`config.mk`:
```
export PLATFORM = sky130hd
export DESIGN_NAME = rvc_exec
export DESIGN_NICKNAME = d
export VERILOG_FILES = /design/src/rtl/rvc_pkg.sv /design/src/rtl/rvc_exec.sv
export SDC_FILE = /design/constraint.sdc
export NUM_CORES = 1
export LEC_CHECK = 0
export BUFFER_PORTS_ARGS = -buffer_cell sky130_fd_sc_hd__buf_4
export CORE_UTILIZATION = 45
export DETAILED_ROUTE_END_ITERATION = 6
export PLACE_DENSITY = 0.67
export SLEW_MARGIN = 10
export SYNTH_ARGS = -nofsm -noshare
export SYNTH_HDL_FRONTEND = slang
export SYNTH_SLANG_ARGS = --single-unit
```
`constraint.sdc`:
```
create_clock -name vclk -period 4.71
set_input_delay 0 -clock vclk [all_inputs]
set_output_delay 0 -clock vclk [all_outputs]
set_load 0.01 [all_outputs]
```
`src/rtl/rvc_pkg.sv`:
```
// rvc_pkg: shared codes, opcodes and request structs for the RV32I subset core.
// No dependencies; imported by every module of the core.
`default_nettype none

package rvc_pkg;

    // item selector codes
    localparam logic [1:0] FUNC_EXEC    = 2'd0;
    localparam logic [1:0] FUNC_PRELOAD = 2'd1;
    localparam logic [1:0] FUNC_READ    = 2'd2;

    localparam logic [31:0] HALT_WORD = 32'hFFFF_FFFF;

    localparam logic [6:0] OP_R      = 7'h33;
    localparam logic [6:0] OP_I      = 7'h13;
    localparam logic [6:0] OP_LOAD   = 7'h03;
    localparam logic [6:0] OP_STORE  = 7'h23;
    localparam logic [6:0] OP_BRANCH = 7'h63;
    localparam logic [6:0] OP_JAL    = 7'h6F;

    localparam logic [6:0] F7_ADD = 7'h00;
    localparam logic [6:0] F7_SUB = 7'h20;

    localparam logic [2:0] F3_ADD = 3'd0;
    localparam logic [2:0] F3_XOR = 3'd4;
    localparam logic [2:0] F3_OR  = 3'd6;
    localparam logic [2:0] F3_AND = 3'd7;
    localparam logic [2:0] F3_BEQ = 3'd0;
    localparam logic [2:0] F3_BNE = 3'd1;

    // decoded result of one instruction
    typedef struct packed {
        logic        halt_word;
        logic [31:0] next_pc;
        logic        rd_wr;     // writes a register other than x0
        logic [4:0]  rd;
        logic [31:0] value;
        logic        load;
        logic        store;
        logic [31:0] mem_addr;
    } t_exec_res;

    // data memory request, word or single byte
    typedef struct packed {
        logic        rd_en;
        logic        wr_en;
        logic        word;
        logic [31:0] addr;
        logic [31:0] wdata;
    } t_dmem_req;

endpackage

`default_nettype wire

```
`src/rtl/rvc_exec.sv`:
```
// rvc_exec: instruction decode, ALU, branch and jump target logic.
// Depends on rvc_pkg.
`default_nettype none

module rvc_exec
    import rvc_pkg::*;
(
    input  wire logic [31:0] i_instruction,
    input  wire logic [31:0] i_pc,
    input  wire logic [31:0] i_op_a,
    input  wire logic [31:0] i_op_b,
    output t_exec_res        o_res
);

    logic [6:0]  op;
    logic [4:0]  rd;
    logic [2:0]  f3;
    logic [6:0]  f7;
    logic [31:0] imm_i;
    logic [31:0] imm_s;
    logic [31:0] imm_b;
    logic [31:0] imm_j;
    logic [31:0] alu_b;
    logic [31:0] alu_out;
    logic [31:0] pc_plus4;
    logic        take;
    logic        wants;

    assign op = i_instruction[6:0];
    assign rd = i_instruction[11:7];
    assign f3 = i_instruction[14:12];
    assign f7 = i_instruction[31:25];

    assign imm_i = {{20{i_instruction[31]}}, i_instruction[31:20]};
    assign imm_s = {{20{i_instruction[31]}}, i_instruction[31:25], i_instruction[11:7]};
    assign imm_b = {{19{i_instruction[31]}}, i_instruction[31], i_instruction[7],
                    i_instruction[30:25], i_instruction[11:8], 1'b0};
    assign imm_j = {{11{i_instruction[31]}}, i_instruction[31], i_instruction[19:12],
                    i_instruction[20], i_instruction[30:21], 1'b0};

    assign alu_b    = (op == OP_R) ? i_op_b : imm_i;
    assign pc_plus4 = i_pc + 32'd4;

    always_comb begin
        unique case (f3)
            F3_ADD: begin
                // funct7 only matters for register-register ops
                if (op != OP_R || f7 == F7_ADD) begin
                    alu_out = i_op_a + alu_b;
                end else if (f7 == F7_SUB) begin
                    alu_out = i_op_a - alu_b;
                end else begin
                    alu_out = '0;
                end
            end
            F3_XOR:  alu_out = i_op_a ^ alu_b;
            F3_OR:   alu_out = i_op_a | alu_b;
            F3_AND:  alu_out = i_op_a & alu_b;
            default: alu_out = '0;
        endcase
    end

    always_comb begin
        unique case (f3)
            F3_BEQ:  take = (i_op_a == i_op_b);
            F3_BNE:  take = (i_op_a != i_op_b);
            default: take = 1'b0;
        endcase
    end

    always_comb begin
        o_res           = '0;
        o_res.halt_word = (i_instruction == HALT_WORD);
        o_res.next_pc   = pc_plus4;
        o_res.rd        = rd;
        o_res.mem_addr  = i_op_a + ((op == OP_STORE) ? imm_s : imm_i);
        wants           = 1'b0;
        unique case (op)
            OP_R, OP_I: begin
                wants       = 1'b1;
                o_res.value = alu_out;
            end
            OP_LOAD: begin
                wants      = 1'b1;
                o_res.load = 1'b1;
            end
            OP_STORE: begin
                o_res.store = 1'b1;
            end
            OP_BRANCH: begin
                if (take) begin
                    o_res.next_pc = i_pc + imm_b;
                end
            end
            OP_JAL: begin
                wants         = 1'b1;
                o_res.value   = pc_plus4;
                o_res.next_pc = i_pc + imm_j;
            end
            default: ;
        endcase
        o_res.rd_wr = wants && (rd != 5'd0);
    end

endmodule

`default_nettype wire

```
* After elaboration in Yosys (flattened, before gate mapping)
Cells that the tools add are included.
** Word-level totals
- ROM bits :: 0
- Output and inout bits :: 105
- Register bits :: 0
- Bits in latches :: 0
- Memories kept :: 0
- Memory bits (writable) :: 0
- Input port bits :: 128
- Logic and storage cells :: 43
** Operators by class
- Bitwise logic cells :: 3
- Divide/modulo/power cells :: 0
- Equality and inequality tests :: 15
- Reduce and logical (&&, ||, !) cells :: 7
- Order comparisons :: 0
- Multiplexer cells :: 12
- Add/subtract/negate cells :: 6
- $mul :: 0
- Shifts and indexed selects :: 0
** Operator list (count)
- adder 32 bit :: 4
- 2-to-1 mux 32 bit :: 4
- case mux 32 bit (2 select lines) :: 2
- case mux 32 bit (4 select lines) :: 1
- adder 32 x 3 -> 32 bit (second input constant) :: 1
- AND 32 bit :: 1
- equality test 32 bit :: 1
- equality test 32 bit (second input constant) :: 1
- inequality test 32 bit :: 1
- bitwise OR 32 bit :: 1
- subtractor 32 bit :: 1
- XOR 32 bit :: 1
- equality test 7 x 6 -> 1 bit (second input constant) :: 3
- equality test 7 bit (second input constant) :: 2
- equality test 3 bit (second input constant) :: 3
- equality test 7 x 2 -> 1 bit (second input constant) :: 1
- equality test 7 x 5 -> 1 bit (second input constant) :: 1
- zero test 7 bit :: 1
- inequality test 7 x 6 -> 1 bit (second input constant) :: 1
- 2-to-1 mux 5 bit :: 1
- nonzero test 5 bit :: 1
- OR reduction 4 bit :: 1
- equality test 3 x 1 -> 1 bit (second input constant) :: 1
- zero test 3 bit :: 1
- 5 further kinds :: 7

* Longest topological paths before layout
Gate-level depths: netlist of the first run.
- Depth after elaboration :: 7
- Mapped depth :: 20
- Gate-level depth less buffers :: 17

* Least setup slack after synthesis of the first run
Ideal clock, no wire load.
- Kind :: input -> output
- Start :: in i_instruction[3]
- End :: out o_res[64] in the netlist's numbering
- Required time :: 4710 ps
- Setup slack :: 568 ps
- Buffers on the path :: 3
- Stages :: 18
- Arrival time :: 4142 ps
- Cell sequence :: nor4_2 > and3_1 > clkbuf_1 > clkbuf_1 > mux2_2 > inv_1 > ha_1 > buf_4 > nor2_2 > a2111oi_4 > o41ai_4 > a311o_2 > nor3b_4 > a211oi_4 > o41ai_2 > a21o_1 > xnor2_1 > a221o_1
** RTL lines
- start: declaration :: line rvc_exec.sv:8 : input wire logic [31:0] i_instruction,
- end: declaration :: line rvc_exec.sv:12 : output t_exec_res o_res

==> results of run 1 <==
## critical path: stages
cell	delay, ns
buf_4	0.12
nor4_2	0.44
and3_1	0.32
buf_12	0.18
buf_4	0.22
mux2_2	0.37
inv_1	0.08
ha_1	0.28
or3_1	0.38
a311o_1	0.38
a21oi_1	0.19
buf_4	0.16
nor2_1	0.07
o31a_1	0.31
o31ai_1	0.34
o221ai_1	0.18
o21ai_1	0.10
o221ai_1	0.15
buf_4	0.22
## per-stage QoR
stage / cell area, um2 / util / setup slack (ns) / total power [W]
global placement: 13300 / 0.549 / 0.329 / 0.00160
finish: 13300 / 0.549 / 0.207 / 0.00164
global route: 13300 / 0.549 / 0.0377 / 0.00179
floorplan: 11100 / - / 0.568 / 0.00103
detailed placement: 13300 / 0.549 / 0.168 / 0.00161
CTS: 13300 / 0.549 / 0.159 / 0.00162
## logic make-up (layout without fill, tap and decap cells)
logic type | Yosys count | count (layout) | synth area share
compound gates | 610 | 610 | 0.380
xor+xnor | 125 | 125 | 0.0984
fa+ha+maj | 184 | 184 | 0.210
buf+inv | 193 | 390 | 0.0696
mux | 24 | 24 | 0.0235
other cells | 0 | 1 | 0
simple gates | 508 | 508 | 0.218
## area by class of cell
class                           count  area [um2]  area share
Inverter                          106         398      0.0299
Timing Repair Buffer              284        2140       0.161
Antenna cell                        1        2.50    0.000188
Tap cell                          324         405      0.0304
Multi-Input combinational cell   1451       10400       0.779
## cells in the final DEF (no fill, tap or decap), types with 28 or more instances in the layout
cell | synthesis | layout
a21oi_1 | 156 | 155
xnor2_1 | 84 | 84
buf_4 | 9 | 283
nand2_1 | 121 | 121
nand3_1 | 53 | 53
inv_1 | 101 | 101
xor2_1 | 41 | 41
a22oi_1 | 35 | 35
ha_1 | 179 | 179
o221ai_1 | 46 | 46
nor2_1 | 164 | 162
nand4_1 | 28 | 28
o21ai_0 | 70 | 70
a21o_1 | 64 | 64
## power by group through the flow
stage | clock (W) | combinational [W] | sequential, W
finish | 0.0000000000285 | 0.00164 | 0
global route | 0.0000000000285 | 0.00179 | 0
CTS | 0 | 0.00162 | 0
detailed placement | 0 | 0.00161 | 0
global placement | 0 | 0.00160 | 0
floorplan | 0 | 0.00103 | 0
## how the worst max path moves through the flow
stage / start / to / slack [ns] / cells past startpoint
finish: i_instruction[3] / o_res[57] / 0.21 / 19
global route: i_instruction[1] / o_res[59] / 0.04 / 21
CTS: i_instruction[3] / o_res[31] / 0.16 / 17
detailed placement: i_instruction[3] / o_res[31] / 0.17 / 17
global placement: i_instruction[3] / o_res[31] / 0.33 / 17
floorplan: i_instruction[3] / o_res[64] / 0.57 / 18
## per-layer routing
metal | track usage | up-vias
met1 | 0.464 | 6375
met3 | 0.0221 | 88
li1 | - | 6518
met5 | 0 | -
met2 | 0.575 | 614
met4 | 0.129 | 0
## repair_timing
item / in CTS / in global routing
endpoints found under the setup margin: 0 / 2
buffers inserted: 0 / 0
gates resized for setup: 0 / 2
==> results.yml, run 1 <==
worst_setup_path:
  cp.required_ns: 4.71
  critPathCaptureType: "output port"
  crit_path_start_kind: "input port"
  crit_type: "input port to output port"
  path_max_fanout: 15
  cp.arrival_ns: 4.50
finish:
  final_net_count: 2155
  seq_cell_count: 0
  layout-drive-gt1-share: 0.182
  n_clock_buffer: 0
  seq_area_um2: 0
  nFillCells: 2473
  area_growth_pct: 19.8
  stdcell_count: 2166
global_routing:
  grt_max_degree: 44
  antenna_found_initial: 1
  overflow: 0
  grt_first_pass_wirelength_um: 70300
  grt_pass1_vias: 12700
  grtUsageTotal: 0.344
floorplan:
  core_um2: 24200
  io_pins: 233
  die_y_um: 159
  die_w_um: 159
  die_area_um2: 25400
  initial_utilization: 0.459
  rows: 57
synthesis:
  synthTopCellsByArea: "ha_1 (20%), a21oi_1 (7.0%), xnor2_1 (6.6%)"
  synth_top_area_cell: "ha_1"
  syn_area_um2: 11100
  ys_seq_area_frac: 0
  syn_inst: 1644
  synth_cell_types: 85
  yosys.area.top_type_share: 0.201
  syn_avg_cell_area_um2: 6.77
  synth_common_cells: "ha_1 (179), nor2_1 (164), a21oi_1 (156)"
  yosysMostFrequentCell: "ha_1"
  yosysWarningCount: 0
  synth_fp_nets: 1956
sta:
  finalHoldViolCount: 0
  finalSetupViolations: 0
  relSlewSlack: 0.285
  drv_slew: 0
  worst_pin_slew_ns: 1.07
  timing.fmax_mhz: 222
  holdWs_ns: 0.191
  period_minus_slack_ns: 4.50
  rsz0062_at_grt: "false"
  fin_tns_setup_ns: 0
  fin_crit_sh: 0.956
outcome:
  violations: "design-rule violations"
  status: "finished with violations"
route:
  antenna_left: 0
  drt-total-wl_um: 45500
  vias: 13600
  wl_per_cell_um: 21.0
  wl_met3_um: 3220
  top_layer: "met4"
  drt_iter0_drc: 1259
  drc: 2
  via_per_inst: 6.28
  drtPass1Iterations: 7
  dr_wl_met2_um: 20800
  wl_met1_um: 19700
power_and_ir_drop:
  pwr-share-seq: 0
  peakVddDrop_mv: 0.0754
  p_switching_w: 0.000941
  leakagePower_nw: 6.23
  powerDensity_nw_per_um2: 123
  power.share.switching: 0.574
  combPwrFrac: 1.000
  internal_power_w: 0.000700
  p_clk_frac: 0
job:
  maxCapViolations: 0
min_path:
  min_from: "i_pc[0]"
  hold_depth: 2
  min_to: "o_res[72]"
  hold_class: "input port to output port"
placement:
  dpl.hpwl_um: 37200
  dp.cells: 2165
  io_buffers: 233
  gp_congestion: 1.01
clock_network:
  hold_buffers: 0
(Power assumes the default switching activity.)
==> run 2: changes to the inputs <==
PLACE_DENSITY = 0.68   (was 0.67)
REMOVE_ABC_BUFFERS = 1   (was unset)
clock period = 5.6 ns   (was 4.71 ns; I/O delays follow)
==> run 2 against run 1 <==
Non-clock buffer count down 39. Critical path depth down 2. Worst hold slack better by 0.00061 ns. The run now ends clean. Setup slack better by 0.25 ns. Sequential share of layout area unchanged. Global-route usage up 0.078 points.
==> results.yml, run 2 (synthesis results as in run 1) <==
finish:
  layout-drive-gt1-share: 0.163
  diodes: 0
  area_growth_pct: 16.9
  final_net_count: 2116
  final_area_um2: 13000
  seq_area_um2: 0
  layout_commonest_cell: "buf_4"
  n_clock_buffer: 0
  final_cell_mix: "buf_4 (245), ha_1 (179), nor2_1 (162)"
  seq_cell_count: 0
worst_setup_path:
  crit_type: "input port to output port"
  crit_path_start_kind: "input port"
  cp_slowest_cell: "and3_1"
  slowest_delay_ns: 0.71
  crit_top_cell: "buf_4"
  crit_start: "i_instruction[3]"
  critPathCaptureType: "output port"
  cp.required_ns: 5.60
  path_max_fanout: 25
  worstPathCellList: "buf_4 -> nor4_2 -> and3_1 -> buf_4 -> mux2_2 -> inv_1 -> ha_1 -> or3_1 -> a311o_1 -> a21oi_1 -> nor2_1 -> o31a_1 -> o31ai_1 -> o221ai_1 -> o21ai_1 -> o221ai_1 -> buf_4"
  cp.arrival_ns: 5.14
  crit_buf_inv: 4
  cp_top_family: "compound AO/OA/AOI/OAI gates"
sta:
  setup_ws_ns: 0.457
  finalSetupViolations: 0
  relSlewSlack: 0.246
  finalHoldViolCount: 0
  holdWs_ns: 0.192
  drv_slew: 0
  timing.fmax_mhz: 194
  fin_crit_sh: 0.918
  rsz0062_at_grt: "false"
  fin_tns_setup_ns: 0
  worst_pin_slew_ns: 1.13
  period_minus_slack_ns: 5.14
route:
  top_layer: "met4"
  antenna_left: 0
  drt_iter0_drc: 1201
  drt-total-wl_um: 46200
  wl_met1_um: 20000
  drtPass1Iterations: 5
  dr_wl_met2_um: 21500
  via_per_inst: 6.37
  wl_met3_um: 2870
  wl_per_cell_um: 21.7
  drc: 0
  vias: 13500
clock_network:
  postCtsSetupBuffers: 0
  cts_resized: 0
  hold_buffers: 0
power_and_ir_drop:
  power.share.switching: 0.583
  peakVddDrop_mv: 0.0579
  powerDensity_nw_per_um2: 104
  leakagePower_nw: 6.04
  combPwrFrac: 1.000
  pwr-share-seq: 0
  p_switching_w: 0.000792
  p_clk_frac: 0
  internal_power_w: 0.000567
floorplan:
  io_pins: 233
  core_um2: 24200
  die_area_um2: 25400
  die_w_um: 159
  rows: 57
  die_y_um: 159
  initial_utilization: 0.459
global_routing:
  grtUsageTotal: 0.345
  grt_max_degree: 56
  grt_first_pass_wirelength_um: 70700
  antenna_found_initial: 0
  grt_pass1_vias: 12700
  overflow: 0
placement:
  dpl.hpwl_um: 37100
  gp_congestion: 1.00
  placed_area_um2: 13000
  post-place-ws_ns: 0.607
  io_buffers: 233
min_path:
  min_from: "i_pc[0]"
  min_to: "o_res[72]"
  hold_class: "input port to output port"
  hold_depth: 2
job:
  maxCapViolations: 0
outcome:
  status: "complete, no violations"
[run 2: cell types whose count changed in the layout (fill, tap and decap cells not counted), sizes merged]
cell	previous run	this run
diode	1	0
buf	284	245
[run 2: worst max-delay path by stage]
stage | endpoint | slack, ns | cells after the start
floorplan | o_res[62] | 1.16 | 16
global placement | o_res[57] | 0.64 | 17
detailed placement | o_res[57] | 0.61 | 17
CTS | o_res[57] | 0.59 | 17
global route | o_res[57] | 0.18 | 17
finish | o_res[57] | 0.46 | 17
[run 2: stage by stage]
step	std cells	utilization	power, W
floorplan	1557	-	0.000849
global placement	2126	0.536	0.00132
detailed placement	2126	0.536	0.00133
CTS	2126	0.536	0.00134
global route	2126	0.536	0.00147
finish	2126	0.536	0.00136
[run 2: cell type report]
cell class / instances / area (um2)
fillers: 2515 / 11200
repair buffers: 245 / 1840
multi-input cells: 1451 / 10400
well taps: 324 / 405
inverters: 106 / 398
[run 2: per-layer routing]
layer / global-route usage / vias to the layer above
met5: 0 / -
met4: 0.121 / 0
met3: 0.0289 / 103
met2: 0.596 / 600
met1: 0.448 / 6385
li1: - / 6448
[run 2: power groups by stage]
| stage | Sequential (W) | Combinational [W] | Clock [W] |
|---|---|---|---|
| 3_5_place_dp | 0 | 0.00133 | 0 |
| 6_report | 0 | 0.00136 | 0 |
| 4_1_cts | 0 | 0.00134 | 0 |
| 5_1_grt | 0 | 0.00147 | 0 |
| 3_3_place_gp | 0 | 0.00132 | 0 |
| 2_1_floorplan | 0 | 0.000849 | 0 |
